### src/hw/rtl/cbor_stream_tokenizer_macros.svh
// Assertion macros for the CBOR stream tokenizer.
// Used by the top level; the clock and reset names of that module are assumed.
`ifndef CBOR_STREAM_TOKENIZER_MACROS_SVH
`define CBOR_STREAM_TOKENIZER_MACROS_SVH

// Same-cycle implication, disabled during reset.
`define CBST_ASSERT_NOW(label, ante, cons) \
   label: assert property (@(posedge clock) disable iff (reset) (ante) |-> (cons)) \
      else $error("cbst check failed");

// Next-cycle implication, disabled during reset.
`define CBST_ASSERT_NEXT(label, ante, cons) \
   label: assert property (@(posedge clock) disable iff (reset) (ante) |=> (cons)) \
      else $error("cbst check failed");

`endif

### src/hw/rtl/cbst_pkg.sv
// Shared types and constants for the CBOR stream tokenizer.
// No dependencies; imported by the head decoder and the top level.
package cbst_pkg;

   // Item types reported in a token.
   localparam logic [2:0] TYPE_NUMBER = 3'd0;
   localparam logic [2:0] TYPE_BYTES  = 3'd1;
   localparam logic [2:0] TYPE_TEXT   = 3'd2;
   localparam logic [2:0] TYPE_ARRAY  = 3'd3;
   localparam logic [2:0] TYPE_MAP    = 3'd4;
   localparam logic [2:0] TYPE_BOOL   = 3'd5;
   localparam logic [2:0] TYPE_NULL   = 3'd6;

   // Status codes.
   localparam logic [1:0] ST_OK          = 2'd0;
   localparam logic [1:0] ST_UNSUPPORTED = 2'd1;
   localparam logic [1:0] ST_OVERRUN     = 2'd2;
   localparam logic [1:0] ST_OVERFLOW    = 2'd3;

   // Result kinds.
   localparam logic KIND_ITEM    = 1'b0;
   localparam logic KIND_PAYLOAD = 1'b1;

   // CBOR major types.
   localparam logic [2:0] MAJ_UINT   = 3'd0;
   localparam logic [2:0] MAJ_BYTES  = 3'd2;
   localparam logic [2:0] MAJ_TEXT   = 3'd3;
   localparam logic [2:0] MAJ_ARRAY  = 3'd4;
   localparam logic [2:0] MAJ_MAP    = 3'd5;
   localparam logic [2:0] MAJ_SIMPLE = 3'd7;

   // Additional-info codes.
   localparam logic [4:0] MINOR_FALSE     = 5'd20;
   localparam logic [4:0] MINOR_TRUE      = 5'd21;
   localparam logic [4:0] MINOR_NULL      = 5'd22;
   localparam logic [4:0] MINOR_SHORT_MAX = 5'd23;
   localparam logic [4:0] MINOR_ARG_MAX   = 5'd27;

   // Register map.
   localparam int unsigned CsrAddrWidth = 3;
   localparam logic        CSR_IDX_DOC_LENGTH = 1'b0;

   typedef struct packed {
      logic [7:0] data_byte;
      logic       doc_start;
   } req_item_type;

   typedef struct packed {
      logic        result_kind;
      logic [2:0]  item_type;
      logic [63:0] arg_value;
      logic [3:0]  head_length;
      logic [15:0] item_offset;
      logic [7:0]  payload_byte;
      logic        payload_last;
      logic [1:0]  status;
      logic        doc_done;
   } rsp_item_type;

   // Decoded view of one byte taken as an initial byte, plus position checks.
   typedef struct packed {
      logic        past_end;     // offset at or beyond the document length
      logic        done;         // byte is the last one of the document
      logic [15:0] remaining;    // bytes left after this one
      logic        unsupported;  // major type or simple value not handled
      logic        simple;       // boolean or null
      logic [2:0]  item_type;
      logic        simple_arg;   // 1 for true
      logic        short_arg;    // argument held in the initial byte
      logic        bad_minor;    // additional info 28 to 31
      logic [3:0]  arg_bytes;    // 1, 2, 4 or 8
      logic        arg_overrun;  // argument bytes run past the end
   } head_info_type;

endpackage

### src/hw/rtl/cbst_head_dec.sv
// Initial-byte decoder and position checks for the CBOR stream tokenizer.
// Depends on cbst_pkg.
module cbst_head_dec
   import cbst_pkg::*;
(
   input  logic [7:0]    data_byte,
   input  logic [15:0]   offset,
   input  logic [15:0]   doc_length,
   output head_info_type info
);

   logic [2:0]  major;
   logic [4:0]  minor;
   logic [16:0] next_pos;

   assign major    = data_byte[7:5];
   assign minor    = data_byte[4:0];
   assign next_pos = {1'b0, offset} + 17'd1;

   always_comb begin
      // Position of this byte against the configured length.
      info.past_end = (offset >= doc_length);
      info.done     = (next_pos == {1'b0, doc_length});
      if ({1'b0, doc_length} > next_pos) begin
         info.remaining = doc_length - next_pos[15:0];
      end else begin
         info.remaining = '0;
      end

      // Major type and additional info.
      info.unsupported = 1'b0;
      info.simple      = 1'b0;
      info.simple_arg  = (minor == MINOR_TRUE);
      info.item_type   = TYPE_NUMBER;
      case (major)
         MAJ_UINT:  info.item_type = TYPE_NUMBER;
         MAJ_BYTES: info.item_type = TYPE_BYTES;
         MAJ_TEXT:  info.item_type = TYPE_TEXT;
         MAJ_ARRAY: info.item_type = TYPE_ARRAY;
         MAJ_MAP:   info.item_type = TYPE_MAP;
         MAJ_SIMPLE: begin
            if (minor inside {MINOR_FALSE, MINOR_TRUE}) begin
               info.simple    = 1'b1;
               info.item_type = TYPE_BOOL;
            end else if (minor == MINOR_NULL) begin
               info.simple    = 1'b1;
               info.item_type = TYPE_NULL;
            end else begin
               info.unsupported = 1'b1;
            end
         end
         default: info.unsupported = 1'b1;
      endcase
      info.short_arg   = (minor <= MINOR_SHORT_MAX);
      info.bad_minor   = (minor > MINOR_ARG_MAX);
      info.arg_bytes   = 4'b0001 << minor[1:0];
      info.arg_overrun = ({12'd0, info.arg_bytes} > info.remaining);
   end

endmodule

### src/hw/rtl/cbor_stream_tokenizer.sv
// Top level of the CBOR stream tokenizer: handshakes, walk state and result register.
// Depends on cbst_pkg, cbst_head_dec and cbor_stream_tokenizer_macros.svh.
//
//   Channel  Direction  Handshake                 Carries
//   req      in         req_valid / req_stall     req_item_type (one document byte)
//   rsp      out        rsp_valid / rsp_stall     rsp_item_type (token or payload byte)
//   csr      in         APB psel/penable/pwrite   doc_length at byte addresses 0 to 3
//
// One byte is taken per cycle unless the input stalls; its result, if any, is in the output register in the next cycle.
// The whole step for a byte is one pass of logic between the byte and the result register.
// Reset is synchronous and clears the walk state, the output valid and doc_length.
// The input stalls only while a result sits in the output register and rsp_stall is high.
`include "cbor_stream_tokenizer_macros.svh"

module cbor_stream_tokenizer
   import cbst_pkg::*;
(
   input  logic                    clock,
   input  logic                    reset,
   input  logic                    req_valid,
   output logic                    req_stall,
   input  req_item_type            req_item,
   output logic                    rsp_valid,
   input  logic                    rsp_stall,
   output rsp_item_type            rsp_item,
   input  logic                    psel,
   input  logic                    penable,
   input  logic                    pwrite,
   input  logic [CsrAddrWidth-1:0] paddr,
   input  logic [31:0]             pwdata,
   output logic [31:0]             prdata,
   output logic                    pready
);

   typedef enum logic [3:0] {
      PH_HEAD    = 4'b0001,
      PH_ARG     = 4'b0010,
      PH_PAYLOAD = 4'b0100,
      PH_ERROR   = 4'b1000
   } phase_type;

   phase_type    phase_ff, phase_in;
   logic [3:0]   arg_left_ff, arg_left_in;
   logic [63:0]  acc_ff, acc_in;
   logic [2:0]   cur_type_ff, cur_type_in;
   logic [3:0]   cur_hl_ff, cur_hl_in;
   logic [15:0]  cur_off_ff, cur_off_in;
   logic [15:0]  offset_ff, offset_in;
   logic [15:0]  payload_left_ff, payload_left_in;
   logic [15:0]  doc_length_ff, doc_length_in;
   logic         rsp_valid_ff, rsp_valid_in;
   rsp_item_type rsp_item_ff, rsp_item_in;

   logic          in_acc;
   logic          res_valid;
   rsp_item_type  res;
   phase_type     eff_phase;
   logic [15:0]   eff_offset;
   logic [15:0]   eff_payload_left;
   logic [3:0]    eff_arg_left;
   logic [63:0]   eff_acc;
   head_info_type info;

   logic [63:0]   fin_value;
   logic [2:0]    fin_type;
   logic [1:0]    fin_status;
   logic          fin_payload;
   logic [63:0]   acc_shift;
   logic [3:0]    arg_left_dec;
   logic [15:0]   payload_left_dec;

   // Handshakes: the input moves unless a held result is stalled.
   assign req_stall = rsp_valid_ff & rsp_stall;
   assign in_acc    = req_valid & ~req_stall;
   assign rsp_valid = rsp_valid_ff;
   assign rsp_item  = rsp_item_ff;

   // Register port: writes complete on the access cycle.
   assign pready = 1'b1;
   always_comb begin
      doc_length_in = doc_length_ff;
      if (psel && penable && pwrite && (paddr[CsrAddrWidth-1] == CSR_IDX_DOC_LENGTH)) begin
         doc_length_in = pwdata[15:0];
      end
      if (paddr[CsrAddrWidth-1] == CSR_IDX_DOC_LENGTH) begin
         prdata = {16'd0, doc_length_ff};
      end else begin
         prdata = '0;
      end
   end

   // A document start drops any pending head, payload or error.
   always_comb begin
      if (req_item.doc_start) begin
         eff_phase        = PH_HEAD;
         eff_offset       = '0;
         eff_payload_left = '0;
         eff_arg_left     = '0;
         eff_acc          = '0;
      end else begin
         eff_phase        = phase_ff;
         eff_offset       = offset_ff;
         eff_payload_left = payload_left_ff;
         eff_arg_left     = arg_left_ff;
         eff_acc          = acc_ff;
      end
   end

   cbst_head_dec u_head_dec (
      .data_byte  (req_item.data_byte),
      .offset     (eff_offset),
      .doc_length (doc_length_ff),
      .info       (info)
   );

   // Head completion checks, shared by short heads and the last argument byte.
   assign acc_shift        = {eff_acc[55:0], req_item.data_byte};
   assign arg_left_dec     = (eff_arg_left != 4'd0) ? eff_arg_left - 4'd1 : eff_arg_left;
   assign payload_left_dec = (eff_payload_left != 16'd0) ? eff_payload_left - 16'd1
                                                          : eff_payload_left;
   always_comb begin
      if (eff_phase == PH_ARG) begin
         fin_value = acc_shift;
         fin_type  = cur_type_ff;
      end else begin
         fin_value = {59'd0, req_item.data_byte[4:0]};
         fin_type  = info.item_type;
      end
      fin_status  = ST_OK;
      fin_payload = 1'b0;
      if (fin_type == TYPE_BYTES || fin_type == TYPE_TEXT) begin
         if (fin_value > {48'd0, info.remaining}) begin
            fin_status = ST_OVERRUN;
         end else if (fin_value[63:32] != 32'd0) begin
            fin_status = ST_OVERFLOW;
         end else if (fin_value != 64'd0) begin
            fin_payload = 1'b1;
         end
      end else if (fin_type == TYPE_ARRAY || fin_type == TYPE_MAP) begin
         if (fin_value[63:32] != 32'd0) begin
            fin_status = ST_OVERFLOW;
         end
      end
   end

   // One step of the walk for the accepted byte.
   always_comb begin
      phase_in        = phase_ff;
      arg_left_in     = arg_left_ff;
      acc_in          = acc_ff;
      cur_type_in     = cur_type_ff;
      cur_hl_in       = cur_hl_ff;
      cur_off_in      = cur_off_ff;
      offset_in       = offset_ff;
      payload_left_in = payload_left_ff;
      res_valid       = 1'b0;
      res             = '0;
      res.doc_done    = info.done;

      if (in_acc) begin
         phase_in        = eff_phase;
         offset_in       = eff_offset;
         payload_left_in = eff_payload_left;
         arg_left_in     = eff_arg_left;
         acc_in          = eff_acc;
         if (eff_phase != PH_ERROR) begin
            if (eff_offset != 16'hffff) begin
               offset_in = eff_offset + 16'd1;
            end
            case (eff_phase)
               PH_PAYLOAD: begin
                  payload_left_in  = payload_left_dec;
                  res_valid        = 1'b1;
                  res.result_kind  = KIND_PAYLOAD;
                  res.item_type    = cur_type_ff;
                  res.head_length  = cur_hl_ff;
                  res.item_offset  = cur_off_ff;
                  res.payload_byte = req_item.data_byte;
                  res.payload_last = (payload_left_dec == 16'd0);
                  if (payload_left_dec == 16'd0) begin
                     phase_in = PH_HEAD;
                  end
               end
               PH_ARG: begin
                  acc_in      = acc_shift;
                  arg_left_in = arg_left_dec;
                  if (arg_left_dec == 4'd0) begin
                     res_valid       = 1'b1;
                     res.item_type   = fin_type;
                     res.arg_value   = fin_value;
                     res.head_length = cur_hl_ff;
                     res.item_offset = cur_off_ff;
                     res.status      = fin_status;
                     if (fin_status != ST_OK) begin
                        phase_in = PH_ERROR;
                     end else if (fin_payload) begin
                        phase_in        = PH_PAYLOAD;
                        payload_left_in = fin_value[15:0];
                     end else begin
                        phase_in = PH_HEAD;
                     end
                  end
               end
               PH_HEAD: begin
                  cur_off_in      = eff_offset;
                  cur_hl_in       = 4'd1;
                  res.item_offset = eff_offset;
                  res.head_length = 4'd1;
                  if (info.past_end || info.unsupported) begin
                     res_valid     = 1'b1;
                     res.item_type = TYPE_NUMBER;
                     res.status    = info.past_end ? ST_OVERRUN : ST_UNSUPPORTED;
                     phase_in      = PH_ERROR;
                  end else if (info.simple) begin
                     res_valid     = 1'b1;
                     res.item_type = info.item_type;
                     res.arg_value = {63'd0, info.simple_arg};
                  end else begin
                     cur_type_in = info.item_type;
                     if (info.short_arg) begin
                        res_valid     = 1'b1;
                        res.item_type = fin_type;
                        res.arg_value = fin_value;
                        res.status    = fin_status;
                        if (fin_status != ST_OK) begin
                           phase_in = PH_ERROR;
                        end else if (fin_payload) begin
                           phase_in        = PH_PAYLOAD;
                           payload_left_in = fin_value[15:0];
                        end
                     end else if (info.bad_minor || info.arg_overrun) begin
                        res_valid     = 1'b1;
                        res.item_type = info.item_type;
                        res.status    = info.bad_minor ? ST_UNSUPPORTED : ST_OVERRUN;
                        phase_in      = PH_ERROR;
                     end else begin
                        arg_left_in = info.arg_bytes;
                        acc_in      = '0;
                        cur_hl_in   = 4'd1 + info.arg_bytes;
                        phase_in    = PH_ARG;
                     end
                  end
               end
               default: phase_in = PH_ERROR;
            endcase
         end
      end
   end

   // Output register: loads a new result, holds one that is stalled.
   always_comb begin
      rsp_valid_in = res_valid | (rsp_valid_ff & rsp_stall);
      rsp_item_in  = res_valid ? res : rsp_item_ff;
   end

   always_ff @(posedge clock) begin
      if (reset) begin
         phase_ff        <= PH_HEAD;
         arg_left_ff     <= '0;
         acc_ff          <= '0;
         cur_type_ff     <= '0;
         cur_hl_ff       <= '0;
         cur_off_ff      <= '0;
         offset_ff       <= '0;
         payload_left_ff <= '0;
         doc_length_ff   <= '0;
         rsp_valid_ff    <= 1'b0;
      end else begin
         phase_ff        <= phase_in;
         arg_left_ff     <= arg_left_in;
         acc_ff          <= acc_in;
         cur_type_ff     <= cur_type_in;
         cur_hl_ff       <= cur_hl_in;
         cur_off_ff      <= cur_off_in;
         offset_ff       <= offset_in;
         payload_left_ff <= payload_left_in;
         doc_length_ff   <= doc_length_in;
         rsp_valid_ff    <= rsp_valid_in;
      end
   end

   always_ff @(posedge clock) begin
      rsp_item_ff <= rsp_item_in;
   end

   // A walk stopped by an error stays silent until the next document start.
   `CBST_ASSERT_NOW(a_error_silent,
      in_acc && !req_item.doc_start && (phase_ff == PH_ERROR), !res_valid)
   // Any error status sends the walk to the error phase.
   `CBST_ASSERT_NEXT(a_error_stops, res_valid && (res.status != ST_OK),
      phase_ff == PH_ERROR)
   // Payload phase always has bytes pending.
   `CBST_ASSERT_NOW(a_payload_count, phase_ff == PH_PAYLOAD, payload_left_ff != 16'd0)
   // Argument phase always has argument bytes pending.
   `CBST_ASSERT_NOW(a_arg_count, phase_ff == PH_ARG, arg_left_ff != 4'd0)
   // Only payload results carry the last-byte mark.
   `CBST_ASSERT_NOW(a_last_on_payload,
      rsp_valid_ff && (rsp_item_ff.result_kind == KIND_ITEM), !rsp_item_ff.payload_last)

endmodule
### config.mk
export PLATFORM = sky130hd
export DESIGN_NAME = cbor_stream_tokenizer
export DESIGN_NICKNAME = d
export VERILOG_FILES = /design/src/hw/rtl/cbst_pkg.sv /design/src/hw/rtl/cbst_head_dec.sv /design/src/hw/rtl/cbor_stream_tokenizer.sv
export VERILOG_INCLUDE_DIRS = /design/src /design/src/hw/rtl
export SDC_FILE = /design/constraint.sdc
export NUM_CORES = 1
export LEC_CHECK = 0
export BUFFER_PORTS_ARGS = -buffer_cell sky130_fd_sc_hd__buf_2
export CORE_ASPECT_RATIO = 0.8
export CORE_MARGIN = 10
export CORE_UTILIZATION = 50
export CTS_CLUSTER_DIAMETER = 150
export DETAILED_ROUTE_END_ITERATION = 16
export PLACE_DENSITY_LB_ADDON = 0.08
export SLEW_MARGIN = 15
export SYNTH_ARGS = -nofsm -noshare
export SYNTH_HDL_FRONTEND = slang
export SYNTH_SLANG_ARGS = --single-unit
### constraint.sdc
create_clock -name clock -period 20.4 [get_ports clock]
set_input_delay 4.08 -clock clock [delete_from_list [all_inputs] [get_ports clock]]
set_output_delay 4.08 -clock clock [all_outputs]
set_load 0.02 [all_outputs]
==> impl_metrics.yaml <==
finish:
  utilization: 0.5758
  final_area_um2: 15200
  final.fill_count: 2500
  layout-drive-gt1-share: 0.1538
  area_growth_pct: 12.93
  fin_nets: 1763
yosys:
  synth_xor_area_frac: 0.02129
  yosys.area_share.simple: 0.2087
  yosysSeqAreaShare: 0.4255
  muxShareOfSynthArea: 0.005393
  synth_fa_ha_area_frac: 0.05077
  synth.distinct_cells: 81
  ys_ff_latch: 236
  netlist_area_um2: 13460
  synthFlopType: "dfxtp_1"
  synth_top_family_by_area: "compound AO/OA/AOI/OAI gates"
  synth_compound_area_frac: 0.2318
  syn_inst: 1563
  syn_area_per_cell_um2: 8.610
  synth_edf_count: 100
  ys_async_sr_fraction: 0
  yosysWarnings: 0
global_routing:
  grt_pass1_wl_um: 65520
  first_global_vias: 11331
  grt_max_degree: 75
  antenna_found_initial: 2
  grt_overflow: 0
  gr-usage-all-layers: 0.2359
timing:
  finalCriticalPeriod_ps: 11380
  max_freq_mhz: 87.84
  skew_ps: 18.06
  fin_tns_setup_ps: 0
  finalCritPeriodShare: 0.5581
  slew_viol_final: 0
  hold_viol_final: 0
  max_slew_margin: 0.1044
  worst_pin_slew_ps: 1340
  setup_viol: 0
  rsz0062_at_grt: "false"
cts:
  cts_tree: "yes"
  cts_inserted_buffers: 26
  clockBufferDepth: 3
  worstSkewPairLatency_ps: 550
  cts-root-buf: "clkbuf_16"
  ctsResizeCount: 0
  clkSinkCount: 236
  htreeDepth: 1
  cts_hold_buf: 0
  post-cts-setup-buffers: 0
  cts.reportedPaths.clkPinSlew_ps: 60
detailed_routing:
  post_drt_wl_per_cell_um: 20.37
  drt_iter0_drc: 1576
  ant_nets: 0
  drt_wl_total_um: 41480
  first_pass_iters: 8
  drt_drc_violations_left: 0
  vias: 12157
  routed_via_density: 5.971
critical_path:
  worstPathRequired_ps: 20560
  cp.arrival_ps: 11540
  crit_path_max_fanout: 71
  worst_setup_path_end_kind: "flip-flop"
  criticalPathCategory: "in2reg"
  r2r_cells: 26
  startpoint_type: "primary input"
floorplan:
  design.portCount: 186
  start_util: 0.5099
  die_w_um: 203.4
  fp.dieArea_um2: 33920
  fp.dieH_um: 166.7
  fp-row-count: 53
  core_um2: 26390
power_and_ir_drop:
  cellPowerDensity_nw_per_um2: 79.33
  power_uw: 1206
  peakVddDrop_mv: 0.06626
  power_leakage_uw: 0.005836
place:
  gp_congestion: 0.9523
  place_area_um2: 14330
  io_buffers: 150
  hpwl_um: 29700
min_path:
  holdPathStages: 2
  hp-class: "reg2reg"
job:
  cap_violations: 0
status:
  status: "finished clean"
==> kinds of logic (layout without fill, tap and decap cells) <==
kind of cell | after synthesis | count (layout)
AO/OA/AOI/OAI | 492 | 492
XOR/XNOR | 29 | 29
adder cells (fa/ha/maj) | 54 | 54
buffers and inverters | 168 | 268
flip-flops | 236 | 236
multiplexers | 7 | 7
other | 2 | 18
AND/OR/NAND/NOR | 575 | 575
==> cell usage after synthesis, drive strengths merged, types with 9 or more instances <==
cell type / n / area, um^2
nand2b: 16 / 100.1
nor4: 21 / 131.4
clkbuf: 74 / 277.8
edfxtp: 100 / 3003
o21a: 9 / 67.56
nand3: 22 / 110.1
a22o: 10 / 87.58
nand4: 24 / 156.4
o32ai: 12 / 105.1
dfxtp: 136 / 2723
nand2: 172 / 645.6
or3: 10 / 62.56
ha: 53 / 663.1
inv: 52 / 195.2
a21o: 15 / 112.6
xnor2: 22 / 211.5
buf: 41 / 276.5
and3: 20 / 125.1
o22ai: 14 / 87.58
a22oi: 22 / 165.2
nor3: 38 / 190.2
a31oi: 17 / 106.4
o21ai: 163 / 815.8
nor2: 140 / 525.5
a21oi: 147 / 837.1
nor2b: 23 / 143.9
a211oi: 21 / 175.2
and2: 61 / 381.6
==> metrics by stage <==
step	hold slack, ps	cells	setup slack (ps)
6_report	452.5	2036	9015
5_1_grt	474.2	2036	8309
4_1_cts	456.1	2035	9136
3_5_place_dp	448.1	1987	8634
3_3_place_gp	434.3	1987	8761
2_1_floorplan	427.4	1578	4992
==> power breakdown <==
group	internal, uW	switching, uW
Sequential	513	7.51
Combinational	59.0	145
Clock	285	195
Total	857	348
==> layout by cell type (no fill, tap or decap), types with 19 or more instances in the layout <==
master	count
and3_1	20
nand2_1	172
buf_2	150
o21ai_0	121
and2_1	60
nor2b_1	23
clkbuf_16	26
nand4_1	23
a211oi_1	19
edfxtp_1	100
ha_1	53
xnor2_1	21
nor4_1	21
nor3_1	38
inv_1	52
a22oi_1	22
nand3_1	22
dfxtp_1	136
nor2_1	138
o21ai_1	41
a21oi_2	27
a21oi_1	120
==> sequential cells by signal, summed over array words and instances, names as in the netlist <==
register and cells:
acc_ff 56, arg_left_ff 4, cur_hl_ff 4, cur_off_ff 16
cur_type_ff 3, doc_length_ff 16, offset_ff 16, payload_left_ff 16
phase_ff 4, rsp_item 100, rsp_valid 1
==> final timing paths <==
| kind | startpoint | endpoint | slack [ps] |
|---|---|---|---|
| setup reg to reg | offset_ff[0] | rsp_item[0] | 12590 |
| hold / removal | cur_off_ff[6] | cur_off_ff[6] | 450 |
| hold reg to reg | cur_off_ff[6] | cur_off_ff[6] | 450 |
| setup / recovery | req_item[0] | rsp_item[0] | 9020 |
==> metal layers <==
metal  track usage  wire, um
met3       0.05119      4398
met5      0.004458         0
met2        0.3310     16810
met1        0.3611     19570
met4       0.04177       699
==> critical path, stage by stage <==
cell      delay (ps)
buf_2            240
buf_4            630
nand4b_1         320
nor2_1           130
and3_1           230
and3_1           240
xnor2_1          140
ha_1             390
nand3_1          120
nor2_1           200
o21ai_0          270
a31oi_1          360
o31ai_1          160
o21bai_1         160
buf_4            220
nand2_1          100
ha_1             300
nor2b_1          120
o21ai_0           70
nand2b_1          80
a21oi_1           60
a41o_1           200
inv_1             90
nand2_1          120
o21ai_1          480
nand2_1          210
a31oi_4          850
buf_4            820
==> cell type report <==
type | instances | area (um^2) | area share
clock inverters | 8 | 127.6 | 0.008398
repair buffers | 167 | 878.3 | 0.05780
flip-flops and latches | 236 | 5725 | 0.3767
inverters | 53 | 198.9 | 0.01309
multi-input cells | 1174 | 7084 | 0.4662
clock buffers | 40 | 733.2 | 0.04825
well taps | 357 | 446.7 | 0.02939
diodes | 1 | 2.502 | 0.0001647
Note: power is estimated with default switching activity, not from simulation.
